<file path="config.mk">
export PLATFORM = sky130hd
export DESIGN_NAME = flash_region_erase_sequencer
export DESIGN_NICKNAME = d
export VERILOG_FILES = /design/src/hw/rtl/fres_pkg.sv /design/src/hw/rtl/flash_region_erase_sequencer.sv
export SDC_FILE = /design/constraint.sdc
export NUM_CORES = 1
export LEC_CHECK = 0
export ABC_AREA = 0
export ABC_CLOCK_PERIOD_IN_PS = 6700
export BUFFER_PORTS_ARGS = -buffer_cell sky130_fd_sc_hd__buf_2
export CORE_ASPECT_RATIO = 0.7
export CORE_MARGIN = 3
export CORE_UTILIZATION = 43
export DETAILED_ROUTE_END_ITERATION = 7
export PLACE_DENSITY = 0.64
export SETUP_SLACK_MARGIN = 0.5
export SYNTH_ARGS = -nofsm -noshare
export SYNTH_HDL_FRONTEND = slang
export SYNTH_SLANG_ARGS = --single-unit
</file>
<file path="constraint.sdc">
create_clock -name clk -period 6.7 [get_ports clk]
set_input_delay 0.335 -clock clk [delete_from_list [all_inputs] [get_ports clk]]
set_output_delay 0.335 -clock clk [all_outputs]
set_load 0.05 [all_outputs]
</file>
<file path="src/hw/rtl/fres_pkg.sv">
// Package for the flash region erase sequencer: widths, codes, types and defaults.
package fres_pkg;

    // Field and register widths
    localparam int START_W    = 24;
    localparam int LEN_W      = 25;
    localparam int POLL_W     = 16;
    localparam int OP_W       = 8;
    localparam int ADDR_OUT_W = 24;
    localparam int OC_W       = 3;
    localparam int CFG_IDX_W  = 2;
    localparam int CFG_DATA_W = 25;
    localparam int STATUS_W   = 8;

    // Default geometry (sizes must be powers of two)
    localparam int SECTOR_BYTES_DEF = 4096;
    localparam int BLOCK_BYTES_DEF  = 65536;
    localparam int ADDRESS_BITS_DEF = 24;

    // Register indexes
    localparam logic [CFG_IDX_W-1:0] REG_REGION_START = 2'd0;
    localparam logic [CFG_IDX_W-1:0] REG_REGION_LEN   = 2'd1;
    localparam logic [CFG_IDX_W-1:0] REG_SECTOR_LIMIT = 2'd2;
    localparam logic [CFG_IDX_W-1:0] REG_BLOCK_LIMIT  = 2'd3;

    // Register reset values
    localparam logic [START_W-1:0] RST_REGION_START = 24'd73728;
    localparam logic [LEN_W-1:0]   RST_REGION_LEN   = 25'd819200;
    localparam logic [POLL_W-1:0]  RST_SECTOR_LIMIT = 16'd3000;
    localparam logic [POLL_W-1:0]  RST_BLOCK_LIMIT  = 16'd30000;

    // SPI opcodes
    localparam logic [OP_W-1:0] OP_NONE = 8'h00;
    localparam logic [OP_W-1:0] OP_WREN = 8'h06;
    localparam logic [OP_W-1:0] OP_RDSR = 8'h05;
    localparam logic [OP_W-1:0] OP_SE   = 8'h20;
    localparam logic [OP_W-1:0] OP_BE   = 8'hD8;

    // Status register bits
    localparam int SR_BUSY = 0;
    localparam int SR_WEL  = 1;

    // Item kinds
    localparam logic KIND_START  = 1'b0;
    localparam logic KIND_STATUS = 1'b1;

    // Outcome codes
    localparam logic [OC_W-1:0] OC_RUN      = 3'd0;
    localparam logic [OC_W-1:0] OC_DONE     = 3'd1;
    localparam logic [OC_W-1:0] OC_WEL      = 3'd2;
    localparam logic [OC_W-1:0] OC_TIMEOUT  = 3'd3;
    localparam logic [OC_W-1:0] OC_MISALIGN = 3'd4;
    localparam logic [OC_W-1:0] OC_LEN      = 3'd5;
    localparam logic [OC_W-1:0] OC_UNEXP    = 3'd6;

    typedef enum logic [1:0] {
        PH_IDLE,
        PH_WEL,
        PH_POLL
    } phase_t;

    typedef enum logic [1:0] {
        ST_HEAD,
        ST_BLOCKS,
        ST_TAIL
    } stage_t;

    // What one accepted item makes the sequencer emit
    typedef enum logic [3:0] {
        ACT_UNEXP,
        ACT_WEL_FAIL,
        ACT_TIMEOUT,
        ACT_MISALIGN,
        ACT_DONE,
        ACT_LEN,
        ACT_NEXT_ERASE,
        ACT_ERASE_CMD,
        ACT_POLL
    } act_t;

    // One result item
    typedef struct packed {
        logic [OP_W-1:0]       opcode;
        logic [ADDR_OUT_W-1:0] address;
        logic                  has_address;
        logic                  wants_reply;
        logic                  last;
        logic [OC_W-1:0]       outcome;
        logic [LEN_W-1:0]      erased_bytes;
    } result_t;

endpackage

</file>
<file path="src/hw/rtl/flash_region_erase_sequencer.sv">
// Top level of the flash region erase sequencer: state update and result buffer.
//
//  Channel  Signals                                   Direction  Handshake
//  in       kind, status_byte                         to block   in_valid / in_stall
//  out      opcode, address, has_address,             from block out_valid / out_stall
//           wants_reply, last, outcome, erased_bytes
//  cfg      cfg_index, cfg_data                       to block   cfg_write
//
// An item is handled in the cycle it is accepted; its one or two results land in a
// two-entry result buffer and leave one per cycle while out_stall is low. Items that
// cause one result flow at one per cycle while out_stall is low; an item that causes
// two results holds off the next until its first result has left the single output
// port. A new item is taken while the last buffered result is being taken. Reset is
// asynchronous, clears control state and loads the configuration registers with
// their defaults; a stall on the output holds the buffer.
module flash_region_erase_sequencer #(
    parameter int SECTOR_BYTES = fres_pkg::SECTOR_BYTES_DEF,
    parameter int BLOCK_BYTES  = fres_pkg::BLOCK_BYTES_DEF,
    parameter int ADDRESS_BITS = fres_pkg::ADDRESS_BITS_DEF
) (
    input  logic                                clk,
    input  logic                                rst_n,
    // configuration
    input  logic                                cfg_write,
    input  logic [fres_pkg::CFG_IDX_W-1:0]      cfg_index,
    input  logic [fres_pkg::CFG_DATA_W-1:0]     cfg_data,
    // input items
    input  logic                                in_valid,
    output logic                                in_stall,
    input  logic                                kind,
    input  logic [fres_pkg::STATUS_W-1:0]       status_byte,
    // result items
    output logic                                out_valid,
    input  logic                                out_stall,
    output logic [fres_pkg::OP_W-1:0]           opcode,
    output logic [fres_pkg::ADDR_OUT_W-1:0]     address,
    output logic                                has_address,
    output logic                                wants_reply,
    output logic                                last,
    output logic [fres_pkg::OC_W-1:0]           outcome,
    output logic [fres_pkg::LEN_W-1:0]          erased_bytes
);
    import fres_pkg::*;

    localparam int SECTOR_SHIFT = $clog2(SECTOR_BYTES);
    localparam int BLOCK_SHIFT  = $clog2(BLOCK_BYTES);
    localparam int CNT_W        = LEN_W - SECTOR_SHIFT + 1;
    localparam int SUM_W        = (ADDRESS_BITS > LEN_W + 1) ? ADDRESS_BITS : LEN_W + 1;
    localparam logic [LEN_W-1:0] SECTOR_INC = LEN_W'(SECTOR_BYTES);
    localparam logic [LEN_W-1:0] BLOCK_INC  = LEN_W'(BLOCK_BYTES);

    // Configuration registers
    logic [START_W-1:0] region_start_reg;
    logic [LEN_W-1:0]   region_len_reg;
    logic [POLL_W-1:0]  sector_limit_reg;
    logic [POLL_W-1:0]  block_limit_reg;

    // Sequencer state
    phase_t                  phase_reg, phase_next;
    stage_t                  stage_reg, stage_next;
    logic [CNT_W-1:0]        left_reg, left_next;
    logic [ADDRESS_BITS-1:0] cur_addr_reg, cur_addr_next;
    logic [POLL_W-1:0]       poll_reg, poll_next;
    logic [LEN_W-1:0]        erased_reg, erased_next;
    act_t                    act;

    // Result buffer
    result_t     slot0_reg, slot1_reg;
    logic [1:0]  cnt_reg;
    result_t     res0, res1;
    logic [1:0]  res_n;

    logic in_accept;
    logic out_pop;

    assign out_valid = (cnt_reg != 2'd0);
    assign out_pop   = out_valid && !out_stall;
    assign in_stall  = !((cnt_reg == 2'd0) || ((cnt_reg == 2'd1) && !out_stall));
    assign in_accept = in_valid && !in_stall;

    // Configuration writes
    always_ff @(posedge clk or negedge rst_n)
    begin
        if (!rst_n)
        begin
            region_start_reg <= RST_REGION_START;
            region_len_reg   <= RST_REGION_LEN;
            sector_limit_reg <= RST_SECTOR_LIMIT;
            block_limit_reg  <= RST_BLOCK_LIMIT;
        end
        else if (cfg_write)
        begin
            case (cfg_index)
                REG_REGION_START: region_start_reg <= cfg_data[START_W-1:0];
                REG_REGION_LEN:   region_len_reg   <= cfg_data[LEN_W-1:0];
                REG_SECTOR_LIMIT: sector_limit_reg <= cfg_data[POLL_W-1:0];
                REG_BLOCK_LIMIT:  block_limit_reg  <= cfg_data[POLL_W-1:0];
                default:          ;
            endcase
        end
    end

    // Next state: step on the item, then walk the stages to the next erase or the end
    always_comb
    begin
        logic                   in_block;
        logic                   go_adv;
        logic                   fin;
        logic [POLL_W-1:0]      limit;
        logic [BLOCK_SHIFT-1:0] head_gap;
        logic [LEN_W-1:0]       rem;
        logic [SUM_W-1:0]       sum;
        logic                   misaligned;

        phase_next    = phase_reg;
        stage_next    = stage_reg;
        left_next     = left_reg;
        cur_addr_next = cur_addr_reg;
        poll_next     = poll_reg;
        erased_next   = erased_reg;
        act           = ACT_UNEXP;
        go_adv        = 1'b0;
        fin           = 1'b0;
        in_block      = (stage_reg == ST_BLOCKS);
        limit         = in_block ? block_limit_reg : sector_limit_reg;
        // distance from start to next block boundary, zero when aligned
        head_gap      = '0 - region_start_reg[BLOCK_SHIFT-1:0];

        if (kind == KIND_START)
        begin
            if (phase_reg == PH_IDLE)
            begin
                erased_next = '0;
                poll_next   = '0;
                stage_next  = ST_HEAD;
                left_next   = CNT_W'(head_gap >> SECTOR_SHIFT);
                go_adv      = 1'b1;
            end
        end
        else
        begin
            case (phase_reg)
                PH_WEL:
                begin
                    if (!status_byte[SR_WEL])
                    begin
                        act        = ACT_WEL_FAIL;
                        phase_next = PH_IDLE;
                    end
                    else
                    begin
                        act        = ACT_ERASE_CMD;
                        poll_next  = POLL_W'(1);
                        phase_next = PH_POLL;
                    end
                end
                PH_POLL:
                begin
                    if (!status_byte[SR_BUSY] && !status_byte[SR_WEL])
                    begin
                        erased_next = erased_reg + (in_block ? BLOCK_INC : SECTOR_INC);
                        left_next   = left_reg - CNT_W'(1);
                        poll_next   = '0;
                        go_adv      = 1'b1;
                    end
                    else if (poll_reg >= limit)
                    begin
                        act        = ACT_TIMEOUT;
                        phase_next = PH_IDLE;
                    end
                    else
                    begin
                        act       = ACT_POLL;
                        poll_next = poll_reg + POLL_W'(1);
                    end
                end
                default: act = ACT_UNEXP;
            endcase
        end

        // values the stage walk depends on, taken after the erased count update
        rem        = (region_len_reg > erased_next) ? region_len_reg - erased_next : '0;
        sum        = SUM_W'(region_start_reg) + SUM_W'(erased_next);
        misaligned = (sum[BLOCK_SHIFT-1:0] != '0);

        // stage walk: head, blocks, tail, end
        if (go_adv)
        begin
            for (int i = 0; i < 3; i++)
            begin
                if (!fin)
                begin
                    if (left_next != '0)
                    begin
                        act = ACT_NEXT_ERASE;
                        fin = 1'b1;
                    end
                    else
                    begin
                        case (stage_next)
                            ST_HEAD:
                            begin
                                if (misaligned)
                                begin
                                    act = ACT_MISALIGN;
                                    fin = 1'b1;
                                end
                                else
                                begin
                                    stage_next = ST_BLOCKS;
                                    left_next  = CNT_W'(rem >> BLOCK_SHIFT);
                                end
                            end
                            ST_BLOCKS:
                            begin
                                stage_next = ST_TAIL;
                                left_next  = CNT_W'(rem >> SECTOR_SHIFT);
                            end
                            default:
                            begin
                                act = (erased_next == region_len_reg) ? ACT_DONE : ACT_LEN;
                                fin = 1'b1;
                            end
                        endcase
                    end
                end
            end
            if (act == ACT_NEXT_ERASE)
            begin
                phase_next    = PH_WEL;
                cur_addr_next = sum[ADDRESS_BITS-1:0];
            end
            else
            begin
                phase_next = PH_IDLE;
            end
        end
    end

    // Results for the action taken
    always_comb
    begin
        logic [SUM_W-1:0] addr_ext;

        addr_ext = SUM_W'(cur_addr_reg);

        res0              = '0;
        res0.last         = 1'b1;
        res0.erased_bytes = erased_next;
        res1              = '0;
        res1.opcode       = OP_RDSR;
        res1.wants_reply  = 1'b1;
        res1.last         = 1'b1;
        res1.outcome      = OC_RUN;
        res1.erased_bytes = erased_next;
        res_n             = 2'd1;

        case (act)
            ACT_NEXT_ERASE:
            begin
                res0.opcode = OP_WREN;
                res0.last   = 1'b0;
                res0.outcome = OC_RUN;
                res_n       = 2'd2;
            end
            ACT_ERASE_CMD:
            begin
                res0.opcode      = (stage_reg == ST_BLOCKS) ? OP_BE : OP_SE;
                res0.address     = addr_ext[ADDR_OUT_W-1:0];
                res0.has_address = 1'b1;
                res0.last        = 1'b0;
                res0.outcome     = OC_RUN;
                res_n            = 2'd2;
            end
            ACT_POLL:
            begin
                res0.opcode      = OP_RDSR;
                res0.wants_reply = 1'b1;
                res0.outcome     = OC_RUN;
            end
            ACT_WEL_FAIL: res0.outcome = OC_WEL;
            ACT_TIMEOUT:  res0.outcome = OC_TIMEOUT;
            ACT_MISALIGN: res0.outcome = OC_MISALIGN;
            ACT_DONE:     res0.outcome = OC_DONE;
            ACT_LEN:      res0.outcome = OC_LEN;
            default:      res0.outcome = OC_UNEXP;
        endcase
    end

    // Sequencer state registers
    always_ff @(posedge clk or negedge rst_n)
    begin
        if (!rst_n)
        begin
            phase_reg    <= PH_IDLE;
            stage_reg    <= ST_HEAD;
            left_reg     <= '0;
            cur_addr_reg <= '0;
            poll_reg     <= '0;
            erased_reg   <= '0;
        end
        else if (in_accept)
        begin
            phase_reg    <= phase_next;
            stage_reg    <= stage_next;
            left_reg     <= left_next;
            cur_addr_reg <= cur_addr_next;
            poll_reg     <= poll_next;
            erased_reg   <= erased_next;
        end
    end

    // Result buffer count
    always_ff @(posedge clk or negedge rst_n)
    begin
        if (!rst_n)
        begin
            cnt_reg <= 2'd0;
        end
        else if (in_accept)
        begin
            cnt_reg <= res_n;
        end
        else if (out_pop)
        begin
            cnt_reg <= cnt_reg - 2'd1;
        end
    end

    // Result buffer payload: new item fills from the head, a pop shifts forward
    always_ff @(posedge clk)
    begin
        if (in_accept)
        begin
            slot0_reg <= res0;
            slot1_reg <= res1;
        end
        else if (out_pop)
        begin
            slot0_reg <= slot1_reg;
        end
    end

    assign opcode       = slot0_reg.opcode;
    assign address      = slot0_reg.address;
    assign has_address  = slot0_reg.has_address;
    assign wants_reply  = slot0_reg.wants_reply;
    assign last         = slot0_reg.last;
    assign outcome      = slot0_reg.outcome;
    assign erased_bytes = slot0_reg.erased_bytes;

endmodule
</file>
==> impl_results.md <==
- I/O pins: 106
- Multiplexer share of the synthesized area: 0.107
- Antenna viol nets, final: 0
- Most frequent cell after synthesis: dfrtp_1
- Synth Net Count: 1495
- Ys Warns: 0
- Share of layout cells above drive strength 1: 0.237
- Fraction of registers with async set or reset after synthesis: 0.661
- FILL cells: 3105
- DP HPWL: 28200 um
- Unrepaired setup endpoints after global routing: false
- VDD IR max: 0.217 mV
- Final WS setup: 730 ps
- RR Startpoint: stage_reg[0]$_DFFE_PN0P_
- Crit. End Element: flip-flop
- Mapped cell area: 0.0147 mm2
- CTS root buffer: clkbuf_16
- CP endpoint: address[16]$_SDFFCE_PN0P_
- Initial DRC count: 1057
- CTS tree: built
- Pins Over Slew Limit: 0
- Simple-Gate Fraction of Synth Area: 0.162
- Finished Layout Cells: 1936
- Antenna violations before repair: 2
- Largest cells by area after synthesis: dfrtp_1, edfxtp_1, mux2_2
- Final worst path period need: 5970 ps
- Total Wirelength: 38300 um
- Grt met3 use: 0.0382
- Syn_area_per_cell: 10.6 um2
- Worst EP arrival: 6270 ps
- Skew final: 18.7 ps
- Pre-CTS setup slack: 236 ps
- # Max-Cap Violations: 0
- Total Power: 5.64 mW
- Remaining DRCs: 0
- Grt ovf: 0
- Vias: 11.3k
- Most Crowded Layer GR: met1
- Chip width: 227 um
- Critical path class: reg2reg
- Number of synthesized flops with an enable pin: 85
- 1st-pass router iterations: 5
- Core area: 0.0336 mm2
- Xor-xnor portion of the synthesized cell area: 0.0302
- Met1 GRT Util: 0.337
- CTS buffer count: 26
- F_max: 168 MHz
- Lkg Pwr: 6.97 nW
- Area grow syn2layout: 12.9%
- Post-Route Setup TNS: 0 ps
- GP Congestion: 0.948
- Met2 usage: 0.296
- CP startpoint: stage_reg[0]$_DFFE_PN0P_
- Bufs and invs on worst path: 2
- Worst skew pair latency: 550 ps
- Port Buffer Count: 99
- Max incr delay on CP: 550 ps
- Final Net Count: 1587
- Clock sink total: 251
- Gr usage total: 0.210
- Largest family of logic cells by synthesized area: simple AND/OR/NAND/NOR gates
- Synth cell count leaders: dfrtp_1, nor2_1, mux2_2, nand2_1, edfxtp_1
- PwrDens: 339 mW/mm2
- Global-route wire length before repair: 60400 um
- Via density: 5.82
- Die Height: 161 um
- Data required, critical path: 7000 ps
- Initial Utilization: 0.438
- Period utilisation layout: 0.891
- Synth Register Bits: 251
- Compound-Gate Fraction of Synth Area: 0.141
- Clock-pin slew on the worst setup and hold paths: 60 ps
- Leading area contributor after synthesis: dfrtp_1
- Floorplan row count: 56
- Post-synthesis adder-cell area fraction: 0.0639
- Final setup fails: 0
- R2R Setup Slk: 730 ps
- Critical path's slowest cell: or4_4
- Distinct cells, synth: 100
- Sequential element share of the synthesized area: 0.457
- Largest net degree at the start of global routing: 105
- Hold Crit Class: in2reg
- Top-area cell type share of the netlist area: 0.250
- Critical-path cell list: nor2b_2 > inv_1 > ha_1 > and4_4 > a21oi_2 > nor2_4 > nand3_1 > mux2_2 > ha_1 > a21oi_4 > o2111a_1 > a311oi_1 > maj3_1 > a221o_1 > nand3_2 > o31ai_2 > or4_4 > o31ai_2 > o31a_1 > nor3_2 > buf_4 > and2_1
- Final Hold Vio Count: 0
- Cell family with most CP delay: compound AO/OA/AOI/OAI gates
- Hold_ws: 29.1 ps
- Die area: 0.0366 mm2
- Top FF cell, synth: dfrtp_1
- Worst Tran Pin Value: 1040 ps
- Number of global-route vias before repair: 10.7k
- Reg2reg end: address[16]$_SDFFCE_PN0P_
- Inst Count DP: 1885
- Cell count after synthesis: 1389
- Worst slew margin: 0.306
- CP Depth: 22
- Status: complete, no violations
- Clk buf depth: 3
- CP max FO: 20
- H-tree Lvls: 1
- R2R depth: 22
- Startpoint Class: flip-flop
- WL/cell: 19.8 um
[layout by cell type (no fill, tap or decap), types with 19 or more instances in the layout]
| cell type | n |
|---|---|
| xor2_1 | 26 |
| buf_2 | 98 |
| clkbuf_16 | 26 |
| nor2_1 | 109 |
| a21oi_1 | 53 |
| mux2_2 | 94 |
| mux2i_1 | 28 |
| buf_4 | 28 |
| ha_1 | 63 |
| o21ai_0 | 62 |
| xnor2_1 | 23 |
| o21a_1 | 20 |
| nand2_1 | 90 |
| edfxtp_1 | 85 |
| dfrtp_1 | 147 |
| inv_1 | 65 |
| and2_1 | 42 |
| nand3_1 | 40 |
| dfstp_2 | 19 |
| a21o_1 | 19 |
[what timing repair did]
item,CTS,global route
resized for setup,5,20
pin swaps,0,2
hold endpoints to repair,87,0
endpoints found under the setup margin,41,62
buffers inserted,0,2
hold buffers,1,0
[logic make-up after synthesis]
kind of cell,count (synthesis)
AOI/OAI and AO/OA,297
adders and majority gates,77
buffers and inverters,131
DFF,251
muxes,138
and+or+nand+nor,445
xor gates and xnor gates,50
[per-stage QoR]
step                area (um2)   util
floorplan                14700      -
global placement         15700  0.467
detailed placement       15700  0.467
CTS                      16500  0.492
global route             16600  0.494
finish                   16600  0.494
[worst register-to-register path, stage by stage, from the launching register on]
cell and delay (ps):
dfrtp_1 460, nor2b_2 290, inv_1 110, ha_1 230
and4_4 230, a21oi_2 240, nor2_4 70, nand3_1 100
mux2_2 390, ha_1 400, a21oi_4 220, o2111a_1 210
a311oi_1 50, maj3_1 390, a221o_1 290, nand3_2 140
o31ai_2 120, or4_4 550, o31ai_2 370, o31a_1 380
nor3_2 80, buf_4 220, and2_1 190
[final cells by class]
| cell class | instances | area (um2) | share of cell area |
|---|---|---|---|
| inverter | 66 | 248 | 0.0149 |
| antenna | 1 | 2.50 | 0.000150 |
| clock buffer | 34 | 711 | 0.0427 |
| timing repair buffer | 129 | 742 | 0.0446 |
| multi-input combinational | 1007 | 7550 | 0.454 |
| sequential | 251 | 6730 | 0.405 |
| tap | 435 | 544 | 0.0327 |
| clock inverter | 13 | 103 | 0.00617 |
[worst min path at each step]
stage                                   start  depth (start not counted)                             end
finish                           cfg_data[20]                          2  region_len_reg[20]$_DFFE_PN0P_
global route                     cfg_data[22]                          2  region_len_reg[22]$_DFFE_PN0P_
CTS                              cfg_data[20]                          2  region_len_reg[20]$_DFFE_PN0P_
detailed placement  erased_reg[0]$_DFFE_PN0P_                          1       erased_reg[0]$_DFFE_PN0P_
global placement    erased_reg[0]$_DFFE_PN0P_                          1       erased_reg[0]$_DFFE_PN0P_
floorplan                               rst_n                          0  block_limit_reg[0]$_DFFE_PN0P_
[routing by layer]
metal / share of wire / vias up
met5: 0 / -
met4: 0.016 / 0
met3: 0.067 / 42
met2: 0.40 / 338
met1: 0.51 / 5542
li1: - / 5346
[power by group]
group          internal (mW)  switching [mW]
Sequential              1.95           0.167
Clock                  0.786           0.620
Combinational          0.672            1.44
No activity file was read; power rests on OpenSTA's default activity.
